==> src/rtl/core/phbd_pkg.sv <==
package phbd_pkg;

  localparam int RING_DEPTH = 32;
  localparam int RING_AW    = $clog2(RING_DEPTH);

  localparam int SAMPLE_W = 18;
  localparam int DATA_W   = 16;
  localparam int ACC_W    = 32;
  localparam int CFG_W    = 64;
  localparam int CFG_IW   = 3;

  // symmetric 23-tap FIR: taps 0..10 paired with 22..12, tap 11 alone
  localparam int FIR_HALF = 11;
  localparam int FIR_SPAN = 22;
  localparam int DC_SHIFT = 4;
  localparam int Q_SHIFT  = 15;

  localparam logic [CFG_IW-1:0] REG_COEFF0    = 3'd0;
  localparam logic [CFG_IW-1:0] REG_COEFF1    = 3'd1;
  localparam logic [CFG_IW-1:0] REG_COEFF2    = 3'd2;
  localparam logic [CFG_IW-1:0] REG_MIN_SWING = 3'd3;
  localparam logic [CFG_IW-1:0] REG_MAX_SWING = 3'd4;

  localparam logic [DATA_W-1:0] MIN_SWING_RST = 16'd20;
  localparam logic [DATA_W-1:0] MAX_SWING_RST = 16'd1000;

  typedef struct packed {
    logic                 we;
    logic [RING_AW-1:0]   addr;
    logic [DATA_W-1:0]    data;
  } ring_wr_t;

  typedef struct packed {
    logic [RING_AW-1:0]   addr_a;
    logic [RING_AW-1:0]   addr_b;
  } ring_rd_t;

  typedef struct packed {
    logic                 clear;
    logic                 op_v;
    logic [DATA_W-1:0]    op;
    logic [DATA_W-1:0]    coef;
  } mac_ctl_t;

endpackage

==> src/rtl/core/phbd_if.sv <==
interface phbd_in_if;
  logic                             valid;
  logic                             ready;
  logic [phbd_pkg::SAMPLE_W-1:0]    sample;

  modport source (output valid, output sample, input ready);
  modport sink   (input valid, input sample, output ready);
endinterface

interface phbd_out_if;
  logic                             valid;
  logic                             ready;
  logic                             beat;
  logic signed [phbd_pkg::DATA_W-1:0] ac_value;
  logic signed [phbd_pkg::DATA_W-1:0] dc_estimate;

  modport source (output valid, output beat, output ac_value, output dc_estimate,
                  input ready);
  modport sink   (input valid, input beat, input ac_value, input dc_estimate,
                  output ready);
endinterface

==> src/rtl/core/phbd_ring.sv <==
module phbd_ring (
  input  logic                          clk,
  input  logic                          rst_n,
  input  phbd_pkg::ring_wr_t            wr,
  input  phbd_pkg::ring_rd_t            rd,
  output logic [phbd_pkg::DATA_W-1:0]   dat_a,
  output logic [phbd_pkg::DATA_W-1:0]   dat_b
);

  logic [phbd_pkg::DATA_W-1:0]     mem [phbd_pkg::RING_DEPTH];
  logic [phbd_pkg::RING_DEPTH-1:0] valid_r;
  logic [phbd_pkg::DATA_W-1:0]     rd_a_r;
  logic [phbd_pkg::DATA_W-1:0]     rd_b_r;
  logic                            va_r;
  logic                            vb_r;

  always_ff @(posedge clk) begin
    if (wr.we) begin
      mem[wr.addr] <= wr.data;
    end
    rd_a_r <= mem[rd.addr_a];
    rd_b_r <= mem[rd.addr_b];
  end

  // entries never written read as zero
  always_ff @(posedge clk) begin
    if (!rst_n) begin
      valid_r <= '0;
      va_r    <= 1'b0;
      vb_r    <= 1'b0;
    end else begin
      if (wr.we) begin
        valid_r[wr.addr] <= 1'b1;
      end
      va_r <= valid_r[rd.addr_a];
      vb_r <= valid_r[rd.addr_b];
    end
  end

  assign dat_a = va_r ? rd_a_r : '0;
  assign dat_b = vb_r ? rd_b_r : '0;

endmodule

==> src/rtl/core/phbd_mac.sv <==
module phbd_mac (
  input  logic                          clk,
  input  logic                          rst_n,
  input  phbd_pkg::mac_ctl_t            ctl,
  output logic [phbd_pkg::ACC_W-1:0]    acc
);

  logic signed [phbd_pkg::ACC_W-1:0] prod_r;
  logic                              pv_r;
  logic [phbd_pkg::ACC_W-1:0]        acc_r;

  always_ff @(posedge clk) begin
    prod_r <= $signed(ctl.op) * $signed(ctl.coef);
  end

  always_ff @(posedge clk) begin
    if (!rst_n) begin
      pv_r  <= 1'b0;
      acc_r <= '0;
    end else begin
      pv_r <= ctl.op_v && !ctl.clear;
      if (ctl.clear) begin
        acc_r <= '0;
      end else if (pv_r) begin
        acc_r <= acc_r + prod_r;  // wraps mod 2^32
      end
    end
  end

  assign acc = acc_r;

endmodule

==> src/rtl/core/phbd_detect.sv <==
module phbd_detect (
  input  logic                                 clk,
  input  logic                                 rst_n,
  input  logic                                 upd,
  input  logic signed [phbd_pkg::DATA_W-1:0]   ac_new,
  input  logic [phbd_pkg::DATA_W-1:0]          min_swing,
  input  logic [phbd_pkg::DATA_W-1:0]          max_swing,
  output logic                                 beat
);

  logic signed [phbd_pkg::DATA_W-1:0] ac_now_r;
  logic signed [phbd_pkg::DATA_W-1:0] run_peak_r;
  logic signed [phbd_pkg::DATA_W-1:0] run_peak_nxt;
  logic signed [phbd_pkg::DATA_W-1:0] run_trough_r;
  logic signed [phbd_pkg::DATA_W-1:0] run_trough_nxt;
  logic                               rising_r;
  logic                               rising_nxt;
  logic                               falling_r;
  logic                               falling_nxt;
  logic                               rise;
  logic                               fall;
  logic signed [phbd_pkg::DATA_W:0]   swing;
  logic signed [phbd_pkg::DATA_W+1:0] swing_x;
  logic signed [phbd_pkg::DATA_W+1:0] min_x;
  logic signed [phbd_pkg::DATA_W+1:0] max_x;

  always_comb begin
    rise = (ac_now_r < 0) && (ac_new >= 0);
    fall = (ac_now_r > 0) && (ac_new <= 0);

    // swing uses the peak and trough latched at this crossing
    swing   = {run_peak_r[phbd_pkg::DATA_W-1], run_peak_r}
            - {run_trough_r[phbd_pkg::DATA_W-1], run_trough_r};
    swing_x = {swing[phbd_pkg::DATA_W], swing};
    min_x   = {2'b00, min_swing};
    max_x   = {2'b00, max_swing};
    beat    = rise && (swing_x > min_x) && (swing_x < max_x);

    rising_nxt     = rising_r;
    falling_nxt    = falling_r;
    run_peak_nxt   = run_peak_r;
    run_trough_nxt = run_trough_r;
    if (rise) begin
      rising_nxt   = 1'b1;
      falling_nxt  = 1'b0;
      run_peak_nxt = '0;
    end
    if (fall) begin
      rising_nxt     = 1'b0;
      falling_nxt    = 1'b1;
      run_trough_nxt = '0;
    end
    if (rising_nxt && (ac_new > ac_now_r)) begin
      run_peak_nxt = ac_new;
    end
    if (falling_nxt && (ac_new < ac_now_r)) begin
      run_trough_nxt = ac_new;
    end
  end

  always_ff @(posedge clk) begin
    if (!rst_n) begin
      ac_now_r     <= '0;
      run_peak_r   <= '0;
      run_trough_r <= '0;
      rising_r     <= 1'b0;
      falling_r    <= 1'b0;
    end else if (upd) begin
      ac_now_r     <= ac_new;
      run_peak_r   <= run_peak_nxt;
      run_trough_r <= run_trough_nxt;
      rising_r     <= rising_nxt;
      falling_r    <= falling_nxt;
    end
  end

endmodule

==> src/rtl/core/ppg_heart_beat_detector.sv <==
// Each accepted request runs the DC update, the ring write, the FIR and the detect step.
// A new request is not taken until the last one is done; twelve passes through the single
//   16x16 multiply-accumulate unit (plus its two-stage fill) dominate its processing time.
// The next request waits until the output register is free or being emptied.
// Reset: synchronous, active low; clears the control state, accumulators, coefficients, the 32 ring valid bits
//   (no clearing sweep) and sets the swing thresholds to 20 and 1000.
module ppg_heart_beat_detector (
  input  logic                             clk,
  input  logic                             rst_n,
  phbd_in_if.sink                          in_if,
  phbd_out_if.source                       out_if,
  input  logic                             cfg_we,
  input  logic [phbd_pkg::CFG_IW-1:0]      cfg_index,
  input  logic [phbd_pkg::CFG_W-1:0]       cfg_wdata
);

  localparam logic [2:0] S_IDLE = 3'd0;
  localparam logic [2:0] S_DC1  = 3'd1;
  localparam logic [2:0] S_DC2  = 3'd2;
  localparam logic [2:0] S_WR   = 3'd3;
  localparam logic [2:0] S_FIR  = 3'd4;
  localparam logic [2:0] S_DET  = 3'd5;

  localparam int          CNT_W    = 4;
  localparam logic [CNT_W-1:0] K_CTR = CNT_W'(phbd_pkg::FIR_HALF);
  // last issue plus ring read and multiply stages
  localparam logic [CNT_W-1:0] K_END = CNT_W'(phbd_pkg::FIR_HALF + 2);

  localparam int DW = phbd_pkg::DATA_W;
  localparam int AW = phbd_pkg::ACC_W;

  logic [2:0]                      state_r;
  logic [2:0]                      state_nxt;
  logic [CNT_W-1:0]                cnt_r;
  logic [CNT_W-1:0]                cnt_nxt;
  logic [phbd_pkg::RING_AW-1:0]    pos_r;
  logic [phbd_pkg::RING_AW-1:0]    pos_nxt;
  logic [phbd_pkg::SAMPLE_W-1:0]   sample_r;
  logic [AW-1:0]                   dc_acc_r;
  logic [AW-1:0]                   dc_acc_nxt;
  logic signed [AW+1:0]            diff_r;
  logic signed [AW+1:0]            diff_nxt;
  logic [DW-1:0]                   dc_r;

  logic [phbd_pkg::CFG_W-1:0]      cw0_r;
  logic [phbd_pkg::CFG_W-1:0]      cw1_r;
  logic [phbd_pkg::CFG_W-1:0]      cw2_r;
  logic [DW-1:0]                   min_swing_r;
  logic [DW-1:0]                   max_swing_r;

  logic                            iss_v_r;
  logic [CNT_W-1:0]                iss_k_r;
  logic [phbd_pkg::CFG_W-1:0]      cw_sel;
  logic [DW-1:0]                   coef;

  phbd_pkg::ring_wr_t              ring_wr;
  phbd_pkg::ring_rd_t              ring_rd;
  phbd_pkg::mac_ctl_t              mac_ctl;
  logic [DW-1:0]                   tap_a;
  logic [DW-1:0]                   tap_b;
  logic [AW-1:0]                   fir_acc;
  logic signed [DW-1:0]            ac_new;

  logic                            out_free;
  logic                            det_upd;
  logic                            beat;
  logic                            out_v_r;
  logic                            beat_r;
  logic [DW-1:0]                   ac_r;
  logic [DW-1:0]                   dc_out_r;

  // configuration registers
  always_ff @(posedge clk) begin
    if (!rst_n) begin
      cw0_r       <= '0;
      cw1_r       <= '0;
      cw2_r       <= '0;
      min_swing_r <= phbd_pkg::MIN_SWING_RST;
      max_swing_r <= phbd_pkg::MAX_SWING_RST;
    end else if (cfg_we) begin
      unique case (cfg_index)
        phbd_pkg::REG_COEFF0:    cw0_r <= cfg_wdata;
        phbd_pkg::REG_COEFF1:    cw1_r <= cfg_wdata;
        phbd_pkg::REG_COEFF2:    cw2_r <= cfg_wdata;
        phbd_pkg::REG_MIN_SWING: min_swing_r <= cfg_wdata[DW-1:0];
        phbd_pkg::REG_MAX_SWING: max_swing_r <= cfg_wdata[DW-1:0];
        default: ;
      endcase
    end
  end

  assign in_if.ready = (state_r == S_IDLE);
  assign out_free    = !out_v_r || out_if.ready;
  assign det_upd     = (state_r == S_DET) && out_free;

  // DC tracker: acc += floor((target - acc) / 16), split over the DC1 and DC2 states
  always_comb begin
    diff_nxt   = $signed({3'b000, sample_r[DW-1:0], {phbd_pkg::Q_SHIFT{1'b0}}})
               - $signed({{2{dc_acc_r[AW-1]}}, dc_acc_r});
    dc_acc_nxt = dc_acc_r + AW'(diff_r >>> phbd_pkg::DC_SHIFT);
  end

  always_comb begin
    state_nxt = state_r;
    cnt_nxt   = cnt_r;
    pos_nxt   = pos_r;
    unique case (state_r)
      S_IDLE: begin
        if (in_if.valid) begin
          state_nxt = S_DC1;
        end
      end
      S_DC1: state_nxt = S_DC2;
      S_DC2: state_nxt = S_WR;
      S_WR: begin
        cnt_nxt   = '0;
        state_nxt = S_FIR;
      end
      S_FIR: begin
        cnt_nxt = cnt_r + 1'b1;
        if (cnt_r == K_END) begin
          pos_nxt   = pos_r + 1'b1;
          state_nxt = S_DET;
        end
      end
      S_DET: begin
        if (out_free) begin
          state_nxt = S_IDLE;
        end
      end
      default: state_nxt = S_IDLE;
    endcase
  end

  always_ff @(posedge clk) begin
    if (!rst_n) begin
      state_r  <= S_IDLE;
      cnt_r    <= '0;
      pos_r    <= '0;
      dc_acc_r <= '0;
      iss_v_r  <= 1'b0;
      iss_k_r  <= '0;
    end else begin
      state_r <= state_nxt;
      cnt_r   <= cnt_nxt;
      pos_r   <= pos_nxt;
      if (state_r == S_DC2) begin
        dc_acc_r <= dc_acc_nxt;
      end
      iss_v_r <= (state_r == S_FIR) && (cnt_r <= K_CTR);
      iss_k_r <= cnt_r;
    end
  end

  always_ff @(posedge clk) begin
    if (in_if.valid && in_if.ready) begin
      sample_r <= in_if.sample;
    end
    if (state_r == S_DC1) begin
      diff_r <= diff_nxt;
    end
    if (state_r == S_DC2) begin
      dc_r <= dc_acc_nxt[phbd_pkg::Q_SHIFT +: DW];
    end
  end

  // ring write of sample minus DC, then paired tap reads
  always_comb begin
    ring_wr.we     = (state_r == S_WR);
    ring_wr.addr   = pos_r;
    ring_wr.data   = sample_r[DW-1:0] - dc_r;
    ring_rd.addr_a = pos_r - phbd_pkg::RING_AW'(cnt_r);
    ring_rd.addr_b = pos_r - phbd_pkg::RING_AW'(phbd_pkg::FIR_SPAN)
                   + phbd_pkg::RING_AW'(cnt_r);
  end

  phbd_ring u_ring (
    .clk   (clk),
    .rst_n (rst_n),
    .wr    (ring_wr),
    .rd    (ring_rd),
    .dat_a (tap_a),
    .dat_b (tap_b)
  );

  always_comb begin
    unique case (iss_k_r[3:2])
      2'd0:    cw_sel = cw0_r;
      2'd1:    cw_sel = cw1_r;
      default: cw_sel = cw2_r;
    endcase
    coef = cw_sel[iss_k_r[1:0]*DW +: DW];

    mac_ctl.clear = (state_r == S_WR);
    mac_ctl.op_v  = iss_v_r;
    mac_ctl.op    = (iss_k_r == K_CTR) ? tap_a : tap_a + tap_b;
    mac_ctl.coef  = coef;
  end

  phbd_mac u_mac (
    .clk   (clk),
    .rst_n (rst_n),
    .ctl   (mac_ctl),
    .acc   (fir_acc)
  );

  assign ac_new = $signed(fir_acc[phbd_pkg::Q_SHIFT +: DW]);

  phbd_detect u_det (
    .clk       (clk),
    .rst_n     (rst_n),
    .upd       (det_upd),
    .ac_new    (ac_new),
    .min_swing (min_swing_r),
    .max_swing (max_swing_r),
    .beat      (beat)
  );

  // output register
  always_ff @(posedge clk) begin
    if (!rst_n) begin
      out_v_r <= 1'b0;
    end else if (det_upd) begin
      out_v_r <= 1'b1;
    end else if (out_if.ready) begin
      out_v_r <= 1'b0;
    end
  end

  always_ff @(posedge clk) begin
    if (det_upd) begin
      beat_r   <= beat;
      ac_r     <= ac_new;
      dc_out_r <= dc_r;
    end
  end

  assign out_if.valid       = out_v_r;
  assign out_if.beat        = beat_r;
  assign out_if.ac_value    = $signed(ac_r);
  assign out_if.dc_estimate = $signed(dc_out_r);

  a_accept_starts: assert property (@(posedge clk) disable iff (!rst_n)
    (in_if.valid && in_if.ready) |=> (state_r == S_DC1))
    else $error("accepted request did not start DC update");

  a_out_from_det: assert property (@(posedge clk) disable iff (!rst_n)
    $rose(out_v_r) |-> ($past(state_r) == S_DET))
    else $error("result appeared outside detect step");

  a_ready_drop: assert property (@(posedge clk) disable iff (!rst_n)
    $fell(in_if.ready) |-> $past(in_if.valid))
    else $error("ready dropped without a request");

endmodule

==> src/flat_wrapper.sv <==
// flat-port wrapper written by rule: the top's interface ports become plain ports
module ppg_heart_beat_detector_flat 
  (clk, rst_n, cfg_we, cfg_index, cfg_wdata, in_if_valid, in_if_sample, in_if_ready, out_if_valid, out_if_beat, out_if_ac_value, out_if_dc_estimate, out_if_ready);
  phbd_in_if in_if_i ();
  phbd_out_if out_if_i ();
  input  logic clk;
  input  logic rst_n;
  input  logic cfg_we;
  input  logic [phbd_pkg::CFG_IW-1:0] cfg_index;
  input  logic [phbd_pkg::CFG_W-1:0] cfg_wdata;
  input wire logic [$bits(in_if_i.valid)-1:0] in_if_valid;
  input wire logic [$bits(in_if_i.sample)-1:0] in_if_sample;
  output wire logic [$bits(in_if_i.ready)-1:0] in_if_ready;
  output wire logic [$bits(out_if_i.valid)-1:0] out_if_valid;
  output wire logic [$bits(out_if_i.beat)-1:0] out_if_beat;
  output wire logic [$bits(out_if_i.ac_value)-1:0] out_if_ac_value;
  output wire logic [$bits(out_if_i.dc_estimate)-1:0] out_if_dc_estimate;
  input wire logic [$bits(out_if_i.ready)-1:0] out_if_ready;
  assign in_if_i.valid = in_if_valid;
  assign in_if_i.sample = in_if_sample;
  assign in_if_ready = in_if_i.ready;
  assign out_if_valid = out_if_i.valid;
  assign out_if_beat = out_if_i.beat;
  assign out_if_ac_value = out_if_i.ac_value;
  assign out_if_dc_estimate = out_if_i.dc_estimate;
  assign out_if_i.ready = out_if_ready;
  ppg_heart_beat_detector u_core (.clk(clk), .rst_n(rst_n), .in_if(in_if_i), .out_if(out_if_i), .cfg_we(cfg_we), .cfg_index(cfg_index), .cfg_wdata(cfg_wdata));
endmodule
==> config.mk <==
export PLATFORM = sky130hd
export DESIGN_NAME = ppg_heart_beat_detector_flat
export DESIGN_NICKNAME = d
export VERILOG_FILES = /design/src/rtl/core/phbd_pkg.sv /design/src/rtl/core/phbd_if.sv /design/src/rtl/core/phbd_ring.sv /design/src/rtl/core/phbd_mac.sv /design/src/rtl/core/phbd_detect.sv /design/src/rtl/core/ppg_heart_beat_detector.sv /design/src/flat_wrapper.sv
export SDC_FILE = /design/constraint.sdc
export NUM_CORES = 2
export LEC_CHECK = 0
export BUFFER_PORTS_ARGS = -buffer_cell sky130_fd_sc_hd__buf_2
export CORE_MARGIN = 2
export CORE_UTILIZATION = 30
export DETAILED_ROUTE_END_ITERATION = 10
export HOLD_SLACK_MARGIN = 0.02
export PLACE_DENSITY = 0.42
export SKIP_CTS_REPAIR_TIMING = 1
export SLEW_MARGIN = 20
export SYNTH_ARGS = -nofsm -noshare
export SYNTH_HDL_FRONTEND = slang
export SYNTH_SLANG_ARGS = --single-unit
==> constraint.sdc <==
create_clock -name clk -period 19.7 [get_ports clk]
set_input_delay 0 -clock clk [delete_from_list [all_inputs] [get_ports clk]]
set_output_delay 0 -clock clk [all_outputs]
set_load 0.01 [all_outputs]
==> impl_metrics.sql <==
INSERT INTO impl_metrics (metric_group, metric, value, unit) VALUES
('sta', 'timing.fmax', '99.6', 'MHz'),
('yosys', 'synth_area_leaders', 'sky130_fd_sc_hd__edfxtp_1, sky130_fd_sc_hd__dfxtp_1, sky130_fd_sc_hd__mux4_2, sky130_fd_sc_hd__fa_1, sky130_fd_sc_hd__ha_1', ''),
('critical_path', 'r2r_slack', '9.66', 'ns'),
('die', 'die_area', '206000', 'um2'),
('yosys', 'synth-simple-area-share', '0.0960', ''),
('sta', 'layout_min_cycle_time', '10.04', 'ns'),
('detailed_routing', 'detailroute.via_count', '39400', ''),
('critical_path', 'worst_path_max_delay_cell', 'sky130_fd_sc_hd__dfxtp_1', ''),
('yosys', 'yosys.cell_count.top_type', 'sky130_fd_sc_hd__nand2_1', ''),
('detailed_routing', 'route.antenna.remaining_nets', '0', ''),
('flow_run', 'max_cap_viol_count', '0', ''),
('yosys', 'yosysTopAreaCellShare', '0.300', ''),
('clock_tree', 'htree_num_levels', '4', ''),
('yosys', 'synth_cell_type_count', '81', ''),
('grt', 'grt_util_all_layers', '0.170', ''),
('final_layout', 'final_design_area_no_fill', '70300', 'um2'),
('sta', 'max_slew_margin', '0.206', ''),
('grt', 'grt_start_max_net_pins', '249', ''),
('yosys', 'ys.warnings.count', '0', ''),
('yosys', 'synthFlopType', 'sky130_fd_sc_hd__edfxtp_1', ''),
('die', 'initial_utilization', '0.303', ''),
('placement', 'gp_congestion', '0.799', ''),
('yosys', 'netlist_area', '60600', 'um2'),
('sta', 'tns', '0', 'ns'),
('final_layout', 'post_route_cells_drive_above_1_share', '0.170', ''),
('final_layout', 'nets', '5877', ''),
('placement', 'place_inst', '7666', ''),
('grt', 'global_route_wire_length_before_repair', '262000', 'um'),
('grt', 'grt_antenna_before_repair', '5', ''),
('clock_tree', 'clock_sinks', '1059', ''),
('die', 'io_pins', '125', ''),
('placement', 'io_buffer_count', '122', ''),
('clock_tree', 'cts-buffers-inserted', '134', ''),
('die', 'rows', '164', ''),
('grt', 'grt_pass1_vias', '40500', ''),
('yosys', 'most_used_standard_cells_in_the_synthesized_netlist', 'sky130_fd_sc_hd__nand2_1, sky130_fd_sc_hd__edfxtp_1, sky130_fd_sc_hd__dfxtp_1', ''),
('critical_path', 'start_kind', 'flip-flop', ''),
('final_layout', 'fillerInstances', '19800', ''),
('critical_path', 'critPathMaxFanout', '19', ''),
('critical_path', 'critPathArrivalTime', '10.71', 'ns'),
('sta', 'fin_worst_skew', '0.0504', 'ns'),
('detailed_routing', 'routed_via_density', '4.91', ''),
('sta', 'timing.final.setup_violations', '0', ''),
('detailed_routing', 'post_drt_wl_per_cell', '21.7', 'um'),
('yosys', 'synth_xor_area_frac', '0.0232', ''),
('sta', 'rsz0062_at_grt', 'false', ''),
('yosys', 'synthCells', '5049', ''),
('final_layout', 'area_delta_synth_final', '16.0', '%'),
('critical_path', 'worstSetupPathType', 'reg -> reg', ''),
('yosys', 'synth_mux_area_frac', '0.156', ''),
('yosys', 'synth_compound_gate_area_share', '0.0914', ''),
('detailed_routing', 'totalWireLength', '174000', 'um'),
('clock_tree', 'path_clk_slew', '0.06', 'ns'),
('placement', 'detailed_place.area', '64700', 'um2'),
('detailed_routing', 'drc_errors', '0', ''),
('power', 'total_power', '0.00562', 'W'),
('sta', 'hold_viol_final', '0', ''),
('yosys', 'async_set_reset_flop_share_out_of_synthesis', '0', ''),
('status', 'status', 'finished clean', ''),
('yosys', 'synth_enable_flop_cells', '606', ''),
('clock_tree', 'cts.path.max_buffers', '3', ''),
('yosys', 'synth.largest_area_cell', 'sky130_fd_sc_hd__edfxtp_1', ''),
('clock_tree', 'clock-root-buffer', 'sky130_fd_sc_hd__clkbuf_16', ''),
('detailed_routing', 'initialDrtViolationCount', '2431', ''),
('yosys', 'synth_top_family_by_area', 'multiplexers', ''),
('final_layout', 'finalNonFillerCells', '8024', ''),
('yosys', 'ys_seq_elements', '1059', ''),
('clock_tree', 'cts_tree', 'built', ''),
('placement', 'place.detailed.hpwl', '114000', 'um'),
('critical_path', 'worstSetupEndpointType', 'flip-flop', ''),
('critical_path', 'worstPathRequired', '20.37', 'ns');
==> flip-flops by register name, summed over array words and instances, names as in the netlist, 31 cells and up <==
signal	flops
u_core.cw0_r	64
u_core.cw1_r	64
u_core.cw2_r	64
u_core.dc_acc_r	32
u_core.u_mac.acc	31
u_core.u_mac.prod_r	31
u_core.u_ring.mem	512
u_core.u_ring.valid_r	32
==> where the power goes <==
part           switching [W]  internal (W)  leakage (nW)
logic               0.000379      0.000224          15.1
registers          0.0000375       0.00251          9.17
clock network        0.00102       0.00144          2.17
total                0.00144       0.00418          26.4
==> final cells by class <==
| cell class | instances | area [um2] | share of cell area |
|---|---|---|---|
| antenna | 3 | 7.51 | 0.000107 |
| clock buffer | 195 | 3890 | 0.0553 |
| clock inverter | 48 | 599 | 0.00852 |
| inverter | 433 | 1630 | 0.0231 |
| multi-input combinational | 3322 | 31200 | 0.444 |
| sequential | 1059 | 27300 | 0.388 |
| tap | 2656 | 3320 | 0.0473 |
| timing repair buffer | 308 | 2350 | 0.0335 |
==> metal layers <==
| layer | wire length, um | GRT usage | up-vias |
|---|---|---|---|
| met5 | 0 | 0 | - |
| met2 | 84700 | 0.287 | 745 |
| li1 | - | - | 18400 |
| met4 | 3520 | 0.0430 | 0 |
| met1 | 79300 | 0.228 | 20000 |
| met3 | 6500 | 0.0230 | 184 |
==> final timing paths <==
| path | cells past startpoint | from | endpoint |
|---|---|---|---|
| setup / recovery | 36 | u_core.u_ring.va_r | u_core.u_mac.prod_r[30] |
| hold / removal | 4 | cfg_we | u_core.max_swing_r[15] |
| setup reg to reg | 36 | u_core.u_ring.va_r | u_core.u_mac.prod_r[30] |
| hold reg to reg | 1 | u_core.iss_v_r | u_core.u_mac.pv_r |
==> critical path: cells and delay by family (launching register included) <==
kind,cells,cell delay (ns)
adder cells (fa/ha/maj),8,3.45
AO/OA/AOI/OAI,12,3.19
AND/OR/NAND/NOR,5,1.25
buffers and inverters,7,0.72
flip-flops,1,0.71
XOR/XNOR,4,0.60
==> through the flow <==
stage,utilization,setup slack [ns]
after global routing,0.351,8.89
final,0.351,9.66
after CTS,0.345,9.50
after floorplan,-,10.77
after global placement,0.323,9.50
after detailed placement,0.323,9.53
==> layout by cell type, fill, tap and decap left out, drive strengths merged, types with 44 or more instances in the layout <==
master / Yosys / layout
o21ai: 95 / 95
a21boi: 260 / 260
a21oi: 170 / 170
nand2b: 60 / 60
nor2: 333 / 333
ha: 266 / 266
and2: 52 / 52
inv: 430 / 436
mux2: 47 / 47
mux4: 359 / 359
buf: 39 / 197
dlygate4sd3: 0 / 111
mux2i: 83 / 83
o21a: 63 / 63
fa: 263 / 263
clkbuf: 196 / 195
xnor2: 116 / 116
nand2: 676 / 676
dfxtp: 453 / 453
edfxtp: 606 / 606
xor2: 44 / 44
a21o: 58 / 58
==> kinds of logic (layout without fill, tap and decap cells) <==
kind of cell,after synthesis,after routing
buf+inv,668,984
simple gates,1336,1336
flops,1059,1059
mux,489,489
fa+ha+maj,530,530
compound gates,807,807
xor+xnor,160,160
other cells,0,3
Power figures use the tool's default switching activity.
